### config.mk
export PLATFORM = sky130hd
export DESIGN_NAME = bspu_unpack
export DESIGN_NICKNAME = d
export VERILOG_FILES = /design/src/hdl/bspu_pkg.sv /design/src/hdl/bspu_unpack.sv
export SDC_FILE = /design/constraint.sdc
export NUM_CORES = 1
export LEC_CHECK = 0
export ABC_AREA = 1
export BUFFER_PORTS_ARGS = -buffer_cell sky130_fd_sc_hd__buf_2
export CORE_AREA = 2 2 112 168
export CTS_CLUSTER_SIZE = 12
export DETAILED_ROUTE_END_ITERATION = 8
export DIE_AREA = 0 0 114 170
export PLACE_DENSITY = 0.76
export REMOVE_ABC_BUFFERS = 1
export SKIP_LAST_GASP = 1
export SLEW_MARGIN = 15
export SYNTH_ARGS = -nofsm -noshare
export SYNTH_HDL_FRONTEND = slang
export SYNTH_SLANG_ARGS = --single-unit
### constraint.sdc
create_clock -name clk -period 5.12 [get_ports clk]
set_input_delay 1.024 -clock clk [delete_from_list [all_inputs] [get_ports clk]]
set_output_delay 1.024 -clock clk [all_outputs]
set_load 0.01 [all_outputs]
### src/hdl/bspu_pkg.sv
// Package: constants, codes and shared types of the scanline unpacker.
package bspu_pkg;

	localparam int MAX_WIDTH     = 4096;
	localparam int PALETTE_DEPTH = 256;
	localparam int PAL_AW        = (PALETTE_DEPTH > 1) ? $clog2(PALETTE_DEPTH) : 1;

	localparam int ADDR_W = 3;
	localparam int DATA_W = 32;

	localparam logic [2:0] FMT_1BPP  = 3'd0;
	localparam logic [2:0] FMT_2BPP  = 3'd1;
	localparam logic [2:0] FMT_4BPP  = 3'd2;
	localparam logic [2:0] FMT_8BPP  = 3'd3;
	localparam logic [2:0] FMT_24BPP = 3'd4;

	localparam logic REG_FORMAT = 1'b0;
	localparam logic REG_WIDTH  = 1'b1;

	localparam logic MODE_PALETTE = 1'b0;
	localparam logic MODE_PIXEL   = 1'b1;

	typedef struct packed {
		logic [2:0]  fmt;
		logic [12:0] width;
		logic [13:0] width3;
		logic [13:0] row_bytes;
	} cfg_t;

	typedef struct packed {
		logic        en;
		logic [7:0]  addr;
		logic [23:0] rgb;
	} pal_wr_t;

	typedef struct packed {
		logic [7:0]  idx;
		logic        direct;
		logic [23:0] rgb;
		logic        row_end;
		logic        last;
	} px_req_t;

endpackage

### src/hdl/bspu_unpack.sv
// Input register, row position tracking and per-pixel sequencer.
module bspu_unpack (
	input  logic               clk,
	input  logic               arst_n,
	input  logic               item_valid,
	output logic               item_ready,
	input  logic               mode,
	input  logic [7:0]         data_byte,
	input  logic [7:0]         entry_index,
	input  logic [7:0]         entry_red,
	input  logic [7:0]         entry_green,
	input  logic [7:0]         entry_blue,
	input  bspu_pkg::cfg_t     cfg,
	output bspu_pkg::pal_wr_t  pal_wr,
	output logic               px_valid,
	input  logic               px_ready,
	output bspu_pkg::px_req_t  px_req
);

	logic        valid_s1;
	logic        mode_s1;
	logic [7:0]  byte_s1;
	logic [7:0]  index_s1;
	logic [23:0] rgb_s1;

	logic [13:0] byte_in_row_q;
	logic [1:0]  phase_q;
	logic [11:0] col3_q;
	logic [15:0] staged_q;

	logic        seq_valid_q;
	logic [7:0]  seq_byte_q;
	logic [3:0]  seq_left_q;
	logic [1:0]  seq_fmt_q;
	logic        seq_hit_q;
	logic        seq_direct_q;
	logic [23:0] seq_rgb_q;

	logic        take;
	logic        step;
	logic        emit;
	logic        is24;
	logic        act24;
	logic        pix24;
	logic        end24;
	logic        pal_act;
	logic        pal_hit;
	logic        wrap;
	logic [16:0] start;
	logic [16:0] diff;
	logic [3:0]  ppb;
	logic [3:0]  cnt;
	logic        issue;
	logic        seq_last;
	logic        seq_free;
	logic [3:0]  seq_bpp;
	logic [7:0]  seq_idx;

	assign issue    = seq_valid_q && px_ready;
	assign seq_last = (seq_left_q == 4'd1);
	assign seq_free = !seq_valid_q || (seq_last && issue);

	assign take       = valid_s1 && seq_free;
	assign item_ready = !valid_s1 || take;

	always_ff @(posedge clk or negedge arst_n) begin
		if (!arst_n) begin
			valid_s1 <= 1'b0;
		end else if (item_ready) begin
			valid_s1 <= item_valid;
		end
	end

	always_ff @(posedge clk) begin
		if (item_valid && item_ready) begin
			mode_s1  <= mode;
			byte_s1  <= data_byte;
			index_s1 <= entry_index;
			rgb_s1   <= {entry_red, entry_green, entry_blue};
		end
	end

	always_comb begin
		is24    = (cfg.fmt == bspu_pkg::FMT_24BPP);
		step    = take && (mode_s1 == bspu_pkg::MODE_PIXEL) && (cfg.fmt <= bspu_pkg::FMT_24BPP);
		start   = 17'(byte_in_row_q) << (2'd3 - cfg.fmt[1:0]);
		diff    = 17'(cfg.width) - start;
		ppb     = 4'd8 >> cfg.fmt[1:0];
		pal_act = start < 17'(cfg.width);
		pal_hit = diff <= 17'(ppb);
		cnt     = (diff < 17'(ppb)) ? diff[3:0] : ppb;
		act24   = byte_in_row_q < cfg.width3;
		pix24   = act24 && (phase_q == 2'd2);
		end24   = (13'(col3_q) + 13'd1) == cfg.width;
		wrap    = (15'(byte_in_row_q) + 15'd1) >= 15'(cfg.row_bytes);
		emit    = step && (is24 ? pix24 : pal_act);
	end

	always_ff @(posedge clk or negedge arst_n) begin
		if (!arst_n) begin
			byte_in_row_q <= '0;
			phase_q       <= '0;
			col3_q        <= '0;
			staged_q      <= '0;
		end else if (step) begin
			if (is24 && act24 && phase_q == 2'd0) begin
				staged_q[7:0] <= byte_s1;
			end
			if (is24 && act24 && phase_q == 2'd1) begin
				staged_q[15:8] <= byte_s1;
			end
			if (wrap) begin
				byte_in_row_q <= '0;
				phase_q       <= '0;
				col3_q        <= '0;
			end else begin
				byte_in_row_q <= byte_in_row_q + 14'd1;
				if (phase_q == 2'd2) begin
					phase_q <= 2'd0;
					col3_q  <= col3_q + 12'd1;
				end else begin
					phase_q <= phase_q + 2'd1;
				end
			end
		end
	end

	assign seq_bpp = 4'd1 << seq_fmt_q;

	always_ff @(posedge clk or negedge arst_n) begin
		if (!arst_n) begin
			seq_valid_q <= 1'b0;
		end else if (emit) begin
			seq_valid_q <= 1'b1;
		end else if (issue && seq_last) begin
			seq_valid_q <= 1'b0;
		end
	end

	always_ff @(posedge clk) begin
		if (emit) begin
			seq_byte_q   <= byte_s1;
			seq_left_q   <= is24 ? 4'd1 : cnt;
			seq_fmt_q    <= cfg.fmt[1:0];
			seq_hit_q    <= is24 ? end24 : pal_hit;
			seq_direct_q <= is24;
			seq_rgb_q    <= {byte_s1, staged_q};
		end else if (issue) begin
			seq_left_q <= seq_left_q - 4'd1;
			seq_byte_q <= seq_byte_q << seq_bpp;
		end
	end

	always_comb begin
		unique case (seq_fmt_q)
			2'd0: seq_idx = {7'd0, seq_byte_q[7]};
			2'd1: seq_idx = {6'd0, seq_byte_q[7:6]};
			2'd2: seq_idx = {4'd0, seq_byte_q[7:4]};
			2'd3: seq_idx = seq_byte_q;
		endcase
	end

	assign px_valid       = seq_valid_q;
	assign px_req.idx     = seq_idx;
	assign px_req.direct  = seq_direct_q;
	assign px_req.rgb     = seq_rgb_q;
	assign px_req.row_end = seq_last && seq_hit_q;
	assign px_req.last    = seq_last;

	assign pal_wr.en   = take && (mode_s1 == bspu_pkg::MODE_PALETTE)
		&& ({1'b0, index_s1} < 9'(bspu_pkg::PALETTE_DEPTH));
	assign pal_wr.addr = index_s1;
	assign pal_wr.rgb  = rgb_s1;

endmodule

; Word level (Yosys, flattened, before mapping)
; Index checks and enable logic that the tools add are counted.
[op_classes]
addsub = 8
n_lt_le_gt_ge = 6
eq_ne = 8
shifts = 4
mux = 16
bitwise = 1
n_reduce_logical = 25
[ops]
columns = op, count
row1 = $pmux W8 S4, 1
row2 = $mux W12, 2
row3 = $le A17 B4 Y1, 1
row4 = $lt A17 B13 Y1, 1
row5 = $lt A17 B4 Y1, 1
row6 = $shl A14 B2 Y17, 1
row7 = $sub A13 B17 Y17, 1
row8 = $mux W4, 4
row9 = $mux W8, 2
row10 = $add A14 B1 Y15 const B, 1
row11 = $ge A15 B14 Y1, 1
row12 = $add A14 B1 Y14 const B, 1
row13 = $lt A14 B14 Y1, 1
row14 = $mux W14, 1
row15 = $add A12 B1 Y13 const B, 1
row16 = $eq A13 B13 Y1, 1
row17 = $logic_and A1 B1 Y1, 13
row18 = $add A12 B1 Y12 const B, 1
row19 = $shl A8 B4 Y8, 1
row20 = $eq A2 B2 Y1 const B, 3
row21 = $reduce_and A2 Y1, 3
row22 = $reduce_bool A2 Y1, 3
row23 = $eq A2 B1 Y1 const B, 2
row24 = $eq A4 B1 Y1 const B, 1
row25 = 13 further kinds, 20
[totals]
ff_bits = 127
out_inout_bits = 70

; Depth between registers and ports, before layout
; Gate-level depths: netlist of the first run.
[depth]
word_depth = 8
ltp_mapped = 24

; Worst setup path after synthesis of the first run
; Ideal clock, no wire load.
[synth_path]
path_kind = input port to flip-flop
start = input port cfg[41] in the netlist's numbering
end = register seq_left_q[0], data pin
t_arrival_ps = 3672
slack_ps = 1198
path_stages = 22
n_path_buf = 3
path_cell_list = buf_4 > clkbuf_1 > o21ai_0 > a22oi_1 > ha_1 > buf_2 > nand2_1 > nand3_1 > xor2_1 > inv_1 > ha_1 > a21boi_0 > nor2_1 > nand2_1 > nor2_1 > nand3_1 > nor2_4 > nand3_2 > nand2_1 > nand3_1 > nand2_1 > inv_1
[synth_between]
elab_chain_cells = 7
[synth_rtl]
columns = item, line
row1 = start: declaration, bspu_unpack.sv:13  ; input bspu_pkg::cfg_t cfg,
row2 = $sub A2 B2 Y2, bspu_unpack.sv:86  ; start = 17'(byte_in_row_q) << (2'd3 - cfg.fmt[1:0]);
row3 = $shl A14 B2 Y17, bspu_unpack.sv:86
row4 = $sub A13 B17 Y17, bspu_unpack.sv:87  ; diff = 17'(cfg.width) - start;
row5 = $lt A17 B4 Y1, bspu_unpack.sv:91  ; cnt = (diff < 17'(ppb)) ? diff[3:0] : ppb;
row6 = $mux W4, bspu_unpack.sv:91
row7 = $mux W4, bspu_unpack.sv:143  ; seq_left_q <= is24 ? 4'd1 : cnt;
row8 = $mux W4 *, bspu_unpack.sv:141  ; if (emit) begin
row9 = end signal: assignment, bspu_unpack.sv:143
row10 = end signal: assignment, bspu_unpack.sv:149  ; seq_left_q <= seq_left_q - 4'd1;
row11 = end: declaration, bspu_unpack.sv:33  ; logic [3:0] seq_left_q;
; Every way passes the cells marked *; elsewhere a longest branch is shown, timed or not.
; A chain may end at the register's enable or synchronous reset.

; Worst setup path in the final report of the first run
; Ends and elaborated chain as after synthesis.

==> results_dict.tcl, run 1 <==
set metrics [dict create \
    layout_common_cells "nand2_1, buf_2, inv_1" \
    wirelength_microns 19100 \
    place_area_sq_um 8900 \
    reg2reg_to "seq_left_q[0]$_DFFE_PP_" \
    antenna_found_initial 0 \
    fin_crit_ps 3890 \
    arrival_ps 4060 \
    start_util 0.444 \
    clock_latency_ps 420 \
    post_cts_resize_count 0 \
    crit_buf_inv 4 \
    remaining_drc_errors 0 \
    cts.reportedPaths.clkPinSlew_ps 60 \
    dp_hpwl_microns 15000 \
    hold_end "seq_rgb_q[18]$_DFFE_PP_" \
    numCtsBuffers 17 \
    port_buffers 158 \
    r2r_slack_ps 1750 \
    slowest_delay_ps 420 \
    synth_top_area_share 0.307 \
    ys_ff_latch 127 \
    via_count 6675 \
    hp-start "byte_s1[2]$_DFFE_PP_" \
    power_density_nw_per_um2 450 \
    track_usage 0.200 \
    cellLeakagePower_nw 4.71 \
    layout-drive-gt1-share 0.233 \
    relSlewSlack 0.414 \
    reg2reg_depth 20 \
    internal_power_mw 2.58 \
    nets 1234 \
    grt_pass1_wl_microns 30400 \
    holdPathStages 0 \
    crit_path_max_fanout 28 \
    fin_setup_tns_ps 0 \
    period_share 0.759 \
    die_w_microns 114 \
    r2r_start "byte_in_row_q[1]$_DFFE_PN0P_" \
    crit_chain "buf_2, inv_2, nor2_1, a22oi_1, ha_1, nand2_1, nand3_1, xor2_1, inv_1, ha_1, a21boi_0, nor2_1, nand2_1, nor2_1, nand3_1, nor2_4, nand3_2, nand2_1, nand3_1, nand2_1, inv_1" \
    endpoint_kind "register" \
    grt-ovfl-total 0 \
    synth_top_flop_cell "edfxtp_1" \
    async_flop_share 0.362 \
    syn_area_sq_um 7930 \
    cts_setup_buffers 0 \
    sw_frac_of_total 0.396 \
    fin_skew_ps 11.5 \
    worst_path_most_repeated_cell "nand2_1" \
    status "completed" \
    crit_slowest_cell "ha_1" \
    htreeDepth 4 \
    areaGrowthSynthToFinish_pct 19.7 \
    worst_setup_path_start_kind "input pin" \
    fill_cells 1619 \
    yosysWarnings 0 \
    drt-initial-drc-count 578 \
    maxSlewViolCount 0 \
    routedWlPerCell_microns 14.4 \
    rsz0062_at_grt "false" \
    antenna_left 0 \
    grt_max_degree 47 \
    cts_tree "built" \
    ys_seq_area_frac 0.452 \
    finalSetupViolations 0 \
    multi_input_area_sq_um 3650 \
    finalHoldViolCount 0 \
    firstDrtPassIters 7 \
    combPwrFrac 0.364 \
    ys_types 51 \
    synth_top_area_cell "edfxtp_1" \
    crit_family "simple AND/OR/NAND/NOR gates" \
    synthCells 931 \
    clk_path_buf_depth 2 \
    max_clock_freq_mhz 257 \
    clock_power_share 0.276 \
    die_area_sq_um 19400 \
    worstHoldPathType "register to register" \
    crit_type "input pin to register" \
    clock_sinks 127 \
    seq_area_sq_um 3580 \
    p_switching_mw 1.69 \
    num_io_pins 159 \
    syn_area_per_cell_sq_um 8.52 \
    fp.dieH_microns 170 \
    hold_buffers 0 \
    cts_root_buffer "clkbuf_16" \
    synth.area.top_cells "edfxtp_1, dfrtp_1, nand2_1" \
    grt_pass1_vias 6436 \
    max_cap_viol_count 0 \
    gp_congestion 0.949 \
    coreArea_sq_um 17900 \
    layout_commonest_cell "nand2_1" \
    via_per_inst 5.05 \
    power_frac_seq 0.360 \
    synth_edf_count 81 \
    fp-row-count 60 \
    worst_slew_pin_slew_ps 876 \
    max-vdd-ir-drop_mv 0.286 \
    cp.required_ps 5300 \
    design_area_sq_um 9490 \
]
area by class of cell:
class | count | share of cell area
clock buffer | 17 | 0.0448
multi-input combinational | 633 | 0.385
sequential | 127 | 0.378
tap | 217 | 0.0286
antenna | 1 | 0.000264
inverter | 150 | 0.0593
timing repair buffer | 163 | 0.0873
clock inverter | 15 | 0.0177
kinds of logic after synthesis:
| group | synth area share |
|---|---|
| compound gates | 0.0929 |
| xor+xnor | 0.0353 |
| fa+ha+maj | 0.0846 |
| buf+inv | 0.0877 |
| flops | 0.452 |
| mux | 0.00252 |
| simple gates | 0.245 |
state kept, by name, summed over array words and instances (netlist names), 2 cells and up:
| name | flops |
|---|---|
| index_s1 | 8 |
| byte_s1 | 8 |
| seq_left_q | 4 |
| col3_q | 12 |
| phase_q | 2 |
| staged_q | 16 |
| seq_byte_q | 8 |
| rgb_s1 | 24 |
| seq_rgb_q | 24 |
| seq_fmt_q | 2 |
| byte_in_row_q | 14 |
worst max-delay path by stage:
stage / from / endpoint / slack, ps / cells after the start
3_3_place_gp: cfg[41] / seq_left_q[0]$_DFFE_PP_ / 970 / 21
4_1_cts: cfg[41] / seq_left_q[0]$_DFFE_PP_ / 1290 / 21
5_1_grt: cfg[41] / seq_left_q[0]$_DFFE_PP_ / 960 / 21
2_1_floorplan: cfg[41] / seq_left_q[2]$_DFFE_PP_ / 1390 / 15
6_report: cfg[41] / seq_left_q[0]$_DFFE_PP_ / 1230 / 21
3_5_place_dp: cfg[41] / seq_left_q[0]$_DFFE_PP_ / 850 / 21
Yosys cell counts (3+ instances only):
master,instances
nand2_1,244
inv_1,143
edfxtp_1,81
o21ai_0,53
ha_1,52
nor2_1,52
dfrtp_1,46
nand3_1,45
a21oi_1,23
xor2_1,22
nand4_1,20
o21ai_2,17
nor3_1,13
nand2_2,12
o21ai_1,12
nand3b_1,11
xnor2_1,10
clkbuf_1,8
inv_2,6
buf_6,5
buf_2,4
nor2_2,4
nor2_4,4
a21boi_0,3
buf_4,3
nand3_2,3
nor3_2,3
o211ai_1,3
or2_2,3
power groups by stage:
stage / sequential [mW] / combinational [mW] / clock, mW
2_1_floorplan: 1.54 / 1.11 / 0
3_3_place_gp: 1.55 / 1.51 / 0
3_5_place_dp: 1.56 / 1.55 / 0
4_1_cts: 1.54 / 1.56 / 1.20
5_1_grt: 1.56 / 1.78 / 1.25
6_report: 1.54 / 1.56 / 1.18
metrics by stage:
step	cells	util	setup WS (ps)	total power [mW]	hold WS (ps)
3_5_place_dp	1290	0.498	847	3.11	432
3_3_place_gp	1290	0.498	970	3.06	428
6_report	1323	0.531	1230	4.27	440
4_1_cts	1322	0.531	1290	4.30	443
5_1_grt	1322	0.531	960	4.59	450
2_1_floorplan	910	-	1390	2.65	425
metal layers:
layer | vias up | routed length, microns | global-route usage
li1 | 3381 | - | -
met1 | 3055 | 7300 | 0.224
met2 | 189 | 10100 | 0.362
met3 | 50 | 844 | 0.0370
met4 | 0 | 777 | 0.0938
met5 | - | 0 | 0
Note: power is estimated with default switching activity, not from simulation.
==> inputs of run 2 (changes only) <==
--- a/config.mk
+++ b/config.mk
@@ -5,7 +5,7 @@
 export SDC_FILE = /design/constraint.sdc
 export NUM_CORES = 1
 export LEC_CHECK = 0
-export ABC_AREA = 1
+export ABC_AREA = 0
 export BUFFER_PORTS_ARGS = -buffer_cell sky130_fd_sc_hd__buf_2
 export CORE_AREA = 2 2 112 168
 export CTS_CLUSTER_SIZE = 12
==> constraint.sdc (replaced) <==
create_clock -name clk -period 3.7 [get_ports clk]
set_input_delay 0.74 -clock clk [delete_from_list [all_inputs] [get_ports clk]]
set_output_delay 0.74 -clock clk [all_outputs]
set_load 0.01 [all_outputs]
==> results_dict.tcl, run 2 <==
set metrics [dict create \
    status "completed" \
    r2r_start "byte_in_row_q[0]$_DFFE_PN0P_" \
    sw_frac_of_total 0.333 \
    synth_commonest_cells "edfxtp_1, inv_1, ha_1" \
    max_clock_freq_mhz 273 \
    reg2reg_depth 14 \
    fp.dieH_microns 170 \
    r2r_slack_ps 110 \
    clk_path_buf_depth 2 \
    antenna_left 0 \
    worstHoldPathType "register to register" \
    wirelength_microns 21300 \
    cp-startpoint "cfg[42]" \
    crit_slowest_cell "or3_4" \
    htreeDepth 4 \
    synth_most_common_cell "edfxtp_1" \
    max_cap_viol_count 0 \
    cellLeakagePower_nw 4.75 \
    clock_latency_ps 420 \
    layout-drive-gt1-share 0.381 \
    cts_tree "built" \
    power_density_nw_per_um2 526 \
    layout_commonest_cell "buf_2" \
    start_util 0.441 \
    drt-initial-drc-count 502 \
    grt_pass1_wl_microns 32800 \
    synth_top_flop_cell "edfxtp_1" \
    synth_top_area_share 0.309 \
    finalHoldViolCount 0 \
    async_flop_share 0.362 \
    relSlewSlack 0.352 \
    grt_pass1_vias 6679 \
    fp-row-count 60 \
    nets 1128 \
    crit_path_max_fanout 13 \
    grt-ovfl-total 0 \
    fin_crit_ps 3660 \
    layout_common_cells "buf_2, buf_4, edfxtp_1" \
    ys_seq_area_frac 0.455 \
    synth_edf_count 81 \
    remaining_drc_errors 0 \
    num_io_pins 159 \
    crit_chain "clkbuf_4, buf_12, nor2b_1, a22oi_2, ha_4, o21a_1, o31a_1, o31ai_4, buf_6, a21oi_1, or3_4, nor4_4, nand3_2, and2_4, o32a_1" \
    firstDrtPassIters 9 \
    crit_family "simple AND/OR/NAND/NOR gates" \
    cts.reportedPaths.clkPinSlew_ps 60 \
    coreArea_sq_um 17900 \
    synth_top_area_cell "edfxtp_1" \
    slowest_delay_ps 400 \
    antenna_found_initial 0 \
    finalSetupViolations 0 \
    syn_area_sq_um 7880 \
    maxSlewViolCount 0 \
    dp_hpwl_microns 16100 \
    finalCoreUtilization 0.584 \
    endpoint_kind "register" \
    setup_ws_ps 37.5 \
    clock_power_share 0.303 \
    ys_ff_latch 127 \
    rsz0062_at_grt "true" \
    grt_max_degree 42 \
    ys_types 79 \
    crit_type "input pin to register" \
    internal_power_mw 3.66 \
    via_per_inst 5.59 \
    areaGrowthSynthToFinish_pct 32.4 \
    hold_buffers 0 \
    cts_root_buffer "clkbuf_16" \
    arrival_ps 3820 \
    combPwrFrac 0.323 \
    p_switching_mw 1.83 \
    die_w_microns 114 \
    routedWlPerCell_microns 17.5 \
    numCtsBuffers 17 \
    endpoint "seq_left_q[0]$_DFFE_PP_" \
    cp.required_ps 3860 \
    worst_setup_path_start_kind "input pin" \
    antenna_cells 0 \
    port_buffers 158 \
    syn_area_per_cell_sq_um 10.6 \
    clock_sinks 127 \
    crit_cells 15 \
    largestRegisters "rgb_s1 (24), seq_rgb_q (24), staged_q (16)" \
    yosysWarnings 0 \
    die_area_sq_um 19400 \
    pre_cts_ws_ps -600 \
    gp_congestion 0.946 \
    via_count 6795 \
    crit_buf_inv 3 \
    max-vdd-ir-drop_mv 0.425 \
    track_usage 0.216 \
    synthCells 742 \
    synth.area.top_cells "edfxtp_1, dfrtp_1, ha_1" \
    period_share 0.990 \
    power_frac_seq 0.374 \
    fin_skew_ps 14.0 \
    reg2reg_to "seq_left_q[0]$_DFFE_PP_" \
    worst_slew_pin_slew_ps 972 \
]
[run 2: cell count changes after synthesis, sizes merged, moves of 14 or more]
| cell | before | now |
|---|---|---|
| inv | 149 | 62 |
| nor2b | 0 | 14 |
| a22o | 0 | 21 |
| nand2 | 258 | 39 |
| mux2 | 0 | 28 |
| o21ai | 83 | 39 |
| a211oi | 0 | 15 |
| nand3 | 49 | 25 |
[run 2: through the flow]
| step | std cells | setup TNS [ps] | hold slack, ps | instance area [sq um] | power (mW) |
|---|---|---|---|---|---|
| floorplan | 706 | -18110 | 421 | 7700 | 2.94 |
| global placement | 1179 | -13270 | 426 | 9520 | 3.63 |
| detailed placement | 1179 | -16040 | 429 | 9520 | 3.69 |
| CTS | 1211 | 0 | 443 | 10100 | 5.37 |
| global route | 1216 | -122 | 462 | 10400 | 5.77 |
| finish | 1216 | 0 | 445 | 10400 | 5.49 |
[run 2: logic make-up (layout without fill, tap and decap cells)]
family,after synthesis,after routing,synth area share
AO/OA/AOI/OAI,176,176,0.163
buffers and inverters,99,356,0.0530
flip-flops,127,127,0.455
adder cells (fa/ha/maj),53,53,0.0851
XOR/XNOR,35,35,0.0389
AND/OR/NAND/NOR,209,209,0.139
multiplexers,43,43,0.0664
[run 2: cell type report]
class | count | area [sq um]
fillers | 1488 | 7440
multi-input cells | 516 | 4120
flip-flops and latches | 127 | 3590
repair buffers | 261 | 1620
clock buffers | 17 | 425
well taps | 217 | 272
inverters | 63 | 240
clock inverters | 15 | 169
[run 2: layer usage]
layer	vias up	GRT usage	wire [microns]
met1	3222	0.249	8220
met3	63	0.0417	952
met2	260	0.389	11300
li1	3250	-	-
met5	-	0	0
met4	0	0.0891	806
[run 2: worst min-delay path by stage]
stage | from | endpoint | slack [ps] | cells after the start
detailed placement | staged_q[3]$_DFFE_PN0P_ | seq_rgb_q[3]$_DFFE_PP_ | 430 | 0
floorplan | staged_q[0]$_DFFE_PN0P_ | seq_rgb_q[0]$_DFFE_PP_ | 420 | 0
CTS | staged_q[3]$_DFFE_PN0P_ | seq_rgb_q[3]$_DFFE_PP_ | 440 | 0
finish | staged_q[3]$_DFFE_PN0P_ | seq_rgb_q[3]$_DFFE_PP_ | 440 | 0
global route | staged_q[3]$_DFFE_PN0P_ | seq_rgb_q[3]$_DFFE_PP_ | 460 | 0
global placement | staged_q[3]$_DFFE_PN0P_ | seq_rgb_q[3]$_DFFE_PP_ | 430 | 0
[run 2: power groups by stage]
stage / sequential [mW] / clock (mW) / combinational, mW
final: 2.05 / 1.66 / 1.77
after global routing: 2.09 / 1.75 / 1.93
after CTS: 2.05 / 1.68 / 1.64
after detailed placement: 2.07 / 0 / 1.62
after global placement: 2.06 / 0 / 1.58
after floorplan: 2.08 / 0 / 0.865
[run 2: repair_timing]
item | CTS | global route
resized for setup | 4 | 52
setup buffers | 0 | 5
setup endpoints to repair | 5 | 31
hold endpoints to repair | 0 | 0
pin swaps | 3 | 17
==> inputs of run 3 (changes only) <==
--- a/config.mk
+++ b/config.mk
@@ -7,11 +7,11 @@
 export LEC_CHECK = 0
 export ABC_AREA = 0
 export BUFFER_PORTS_ARGS = -buffer_cell sky130_fd_sc_hd__buf_2
-export CORE_AREA = 2 2 112 168
+export CORE_AREA = 2 2 105 158
 export CTS_CLUSTER_SIZE = 12
 export DETAILED_ROUTE_END_ITERATION = 8
-export DIE_AREA = 0 0 114 170
-export PLACE_DENSITY = 0.76
+export DIE_AREA = 0 0 107 160
+export PLACE_DENSITY = 0.84
 export REMOVE_ABC_BUFFERS = 1
 export SKIP_LAST_GASP = 1
 export SLEW_MARGIN = 15
==> results_dict.tcl, run 3 (same netlist as run 2, synthesis figures left out) <==
set metrics [dict create \
    multi_input_area_sq_um 4030 \
    max_cap_viol_count 0 \
    fp.dieH_microns 160 \
    rsz0062_at_grt "true" \
    antenna_left 0 \
    status "completed" \
    largestRegisters "rgb_s1 (24), seq_rgb_q (24), staged_q (16)" \
    crit_path_max_fanout 7 \
    cts_root_buffer "clkbuf_16" \
    fp-row-count 57 \
    fin_crit_ps 3650 \
    finalHoldViolCount 0 \
    place_area_sq_um 9500 \
    dp_hpwl_microns 16400 \
    worst_slew_pin_slew_ps 971 \
    max_clock_freq_mhz 274 \
    antenna_cells 0 \
    areaGrowthSynthToFinish_pct 30.2 \
    cellLeakagePower_nw 4.70 \
    seq_area_sq_um 3590 \
    finalSetupViolations 0 \
    period_share 0.986 \
    worst_setup_path_start_kind "input pin" \
    fin_skew_ps 11.5 \
    grt-ovfl-total 0 \
    die_area_sq_um 17100 \
    num_io_pins 159 \
    max-vdd-ir-drop_mv 0.409 \
    cp.required_ps 3860 \
    cts.reportedPaths.clkPinSlew_ps 60 \
    grt_pass1_wl_microns 33700 \
    grt_pass1_vias 6975 \
    endpoint_kind "register" \
    numCtsBuffers 17 \
    crit_type "input pin to register" \
    gp_congestion 0.922 \
    remaining_drc_errors 0 \
    die_w_microns 107 \
    via_per_inst 5.70 \
    track_usage 0.253 \
    drt-initial-drc-count 411 \
    port_buffers 158 \
    htreeDepth 4 \
    power_density_nw_per_um2 524 \
    worstHoldPathType "register to register" \
    total_power_mw 5.38 \
    clock_latency_ps 420 \
    fill_cells 1222 \
    firstDrtPassIters 7 \
    routedWlPerCell_microns 18.0 \
    start_util 0.495 \
    layout_commonest_cell "buf_2" \
    design_area_sq_um 10300 \
    via_count 6849 \
    antenna_found_initial 0 \
    hold_buffers 0 \
    holdWs_ps 440 \
    layout_common_cells "buf_2, buf_4, edfxtp_1" \
    arrival_ps 3800 \
    wirelength_microns 21600 \
    nets 1125 \
    grt_max_degree 42 \
    clk_path_buf_depth 2 \
    clock_sinks 127 \
    cts_tree "built" \
    relSlewSlack 0.352 \
    coreArea_sq_um 15900 \
    layout-drive-gt1-share 0.368 \
    maxSlewViolCount 0 \
]
-- run 3: power by group --
group / internal (mW) / total (mW) / switching [mW]
sequential: 1.86 / 2.07 / 0.214
combinational: 0.795 / 1.71 / 0.914
clock: 0.894 / 1.60 / 0.706
-- run 3: what timing repair did --
action,CTS,global route
endpoints found under the setup margin,3,61
buffers inserted,0,3
pin swaps,1,14
gates resized for setup,3,38
-- run 3: worst max-delay path, stage by stage --
cell	delay, ps
buf_8	120
buf_4	150
mux2i_4	180
nand2_2	90
o21ai_1	70
ha_1	340
a21o_1	190
a31o_2	250
a221o_1	280
a211oi_2	290
o2111ai_2	190
nor4_4	280
nand3_2	160
and2_4	170
o32a_1	280
-- run 3: cell type report --
class | instances | area share
flip-flops and latches | 127 | 0.350
multi-input cells | 516 | 0.393
clock buffers | 17 | 0.0414
clock inverters | 15 | 0.0145
repair buffers | 258 | 0.153
inverters | 63 | 0.0230
well taps | 206 | 0.0251
-- run 3: routing by layer --
layer  wire length (microns)  part of all wire  track usage
met5                       0                 0            0
met3                    1070             0.049       0.0429
met4                     922             0.043        0.119
met2                   11800              0.54        0.477
met1                    7900              0.36        0.268
-- run 3: path summary, 6_finish.rpt --
kind / start / end / slack [ps] / cells past startpoint
worst max-delay path: cfg[41] / seq_left_q[0]$_DFFE_PP_ / 50 / 15
worst min-delay path: staged_q[0]$_DFFE_PN0P_ / seq_rgb_q[0]$_DFFE_PP_ / 440 / 0
worst max register to register: byte_in_row_q[0]$_DFFE_PN0P_ / seq_left_q[0]$_DFFE_PP_ / 70 / 14
worst min register to register: staged_q[0]$_DFFE_PN0P_ / seq_rgb_q[0]$_DFFE_PP_ / 440 / 0
max in group asynchronous: arst_n / staged_q[3]$_DFFE_PN0P_ / 2520 / 2
min in group asynchronous: arst_n / byte_in_row_q[12]$_DFFE_PN0P_ / 450 / 1
-- run 3: per-stage QoR --
| stage | std cells | setup slack (ps) | util | TNS [ps] |
|---|---|---|---|---|
| 6_report | 1202 | 53.4 | 0.645 | 0 |
| 5_1_grt | 1202 | -47.3 | 0.645 | -97.5 |
| 4_1_cts | 1200 | 3.06 | 0.634 | 0 |
| 3_5_place_dp | 1168 | -492 | 0.597 | -11480 |
| 3_3_place_gp | 1168 | -442 | 0.597 | -8560 |
| 2_1_floorplan | 706 | -708 | - | -18110 |
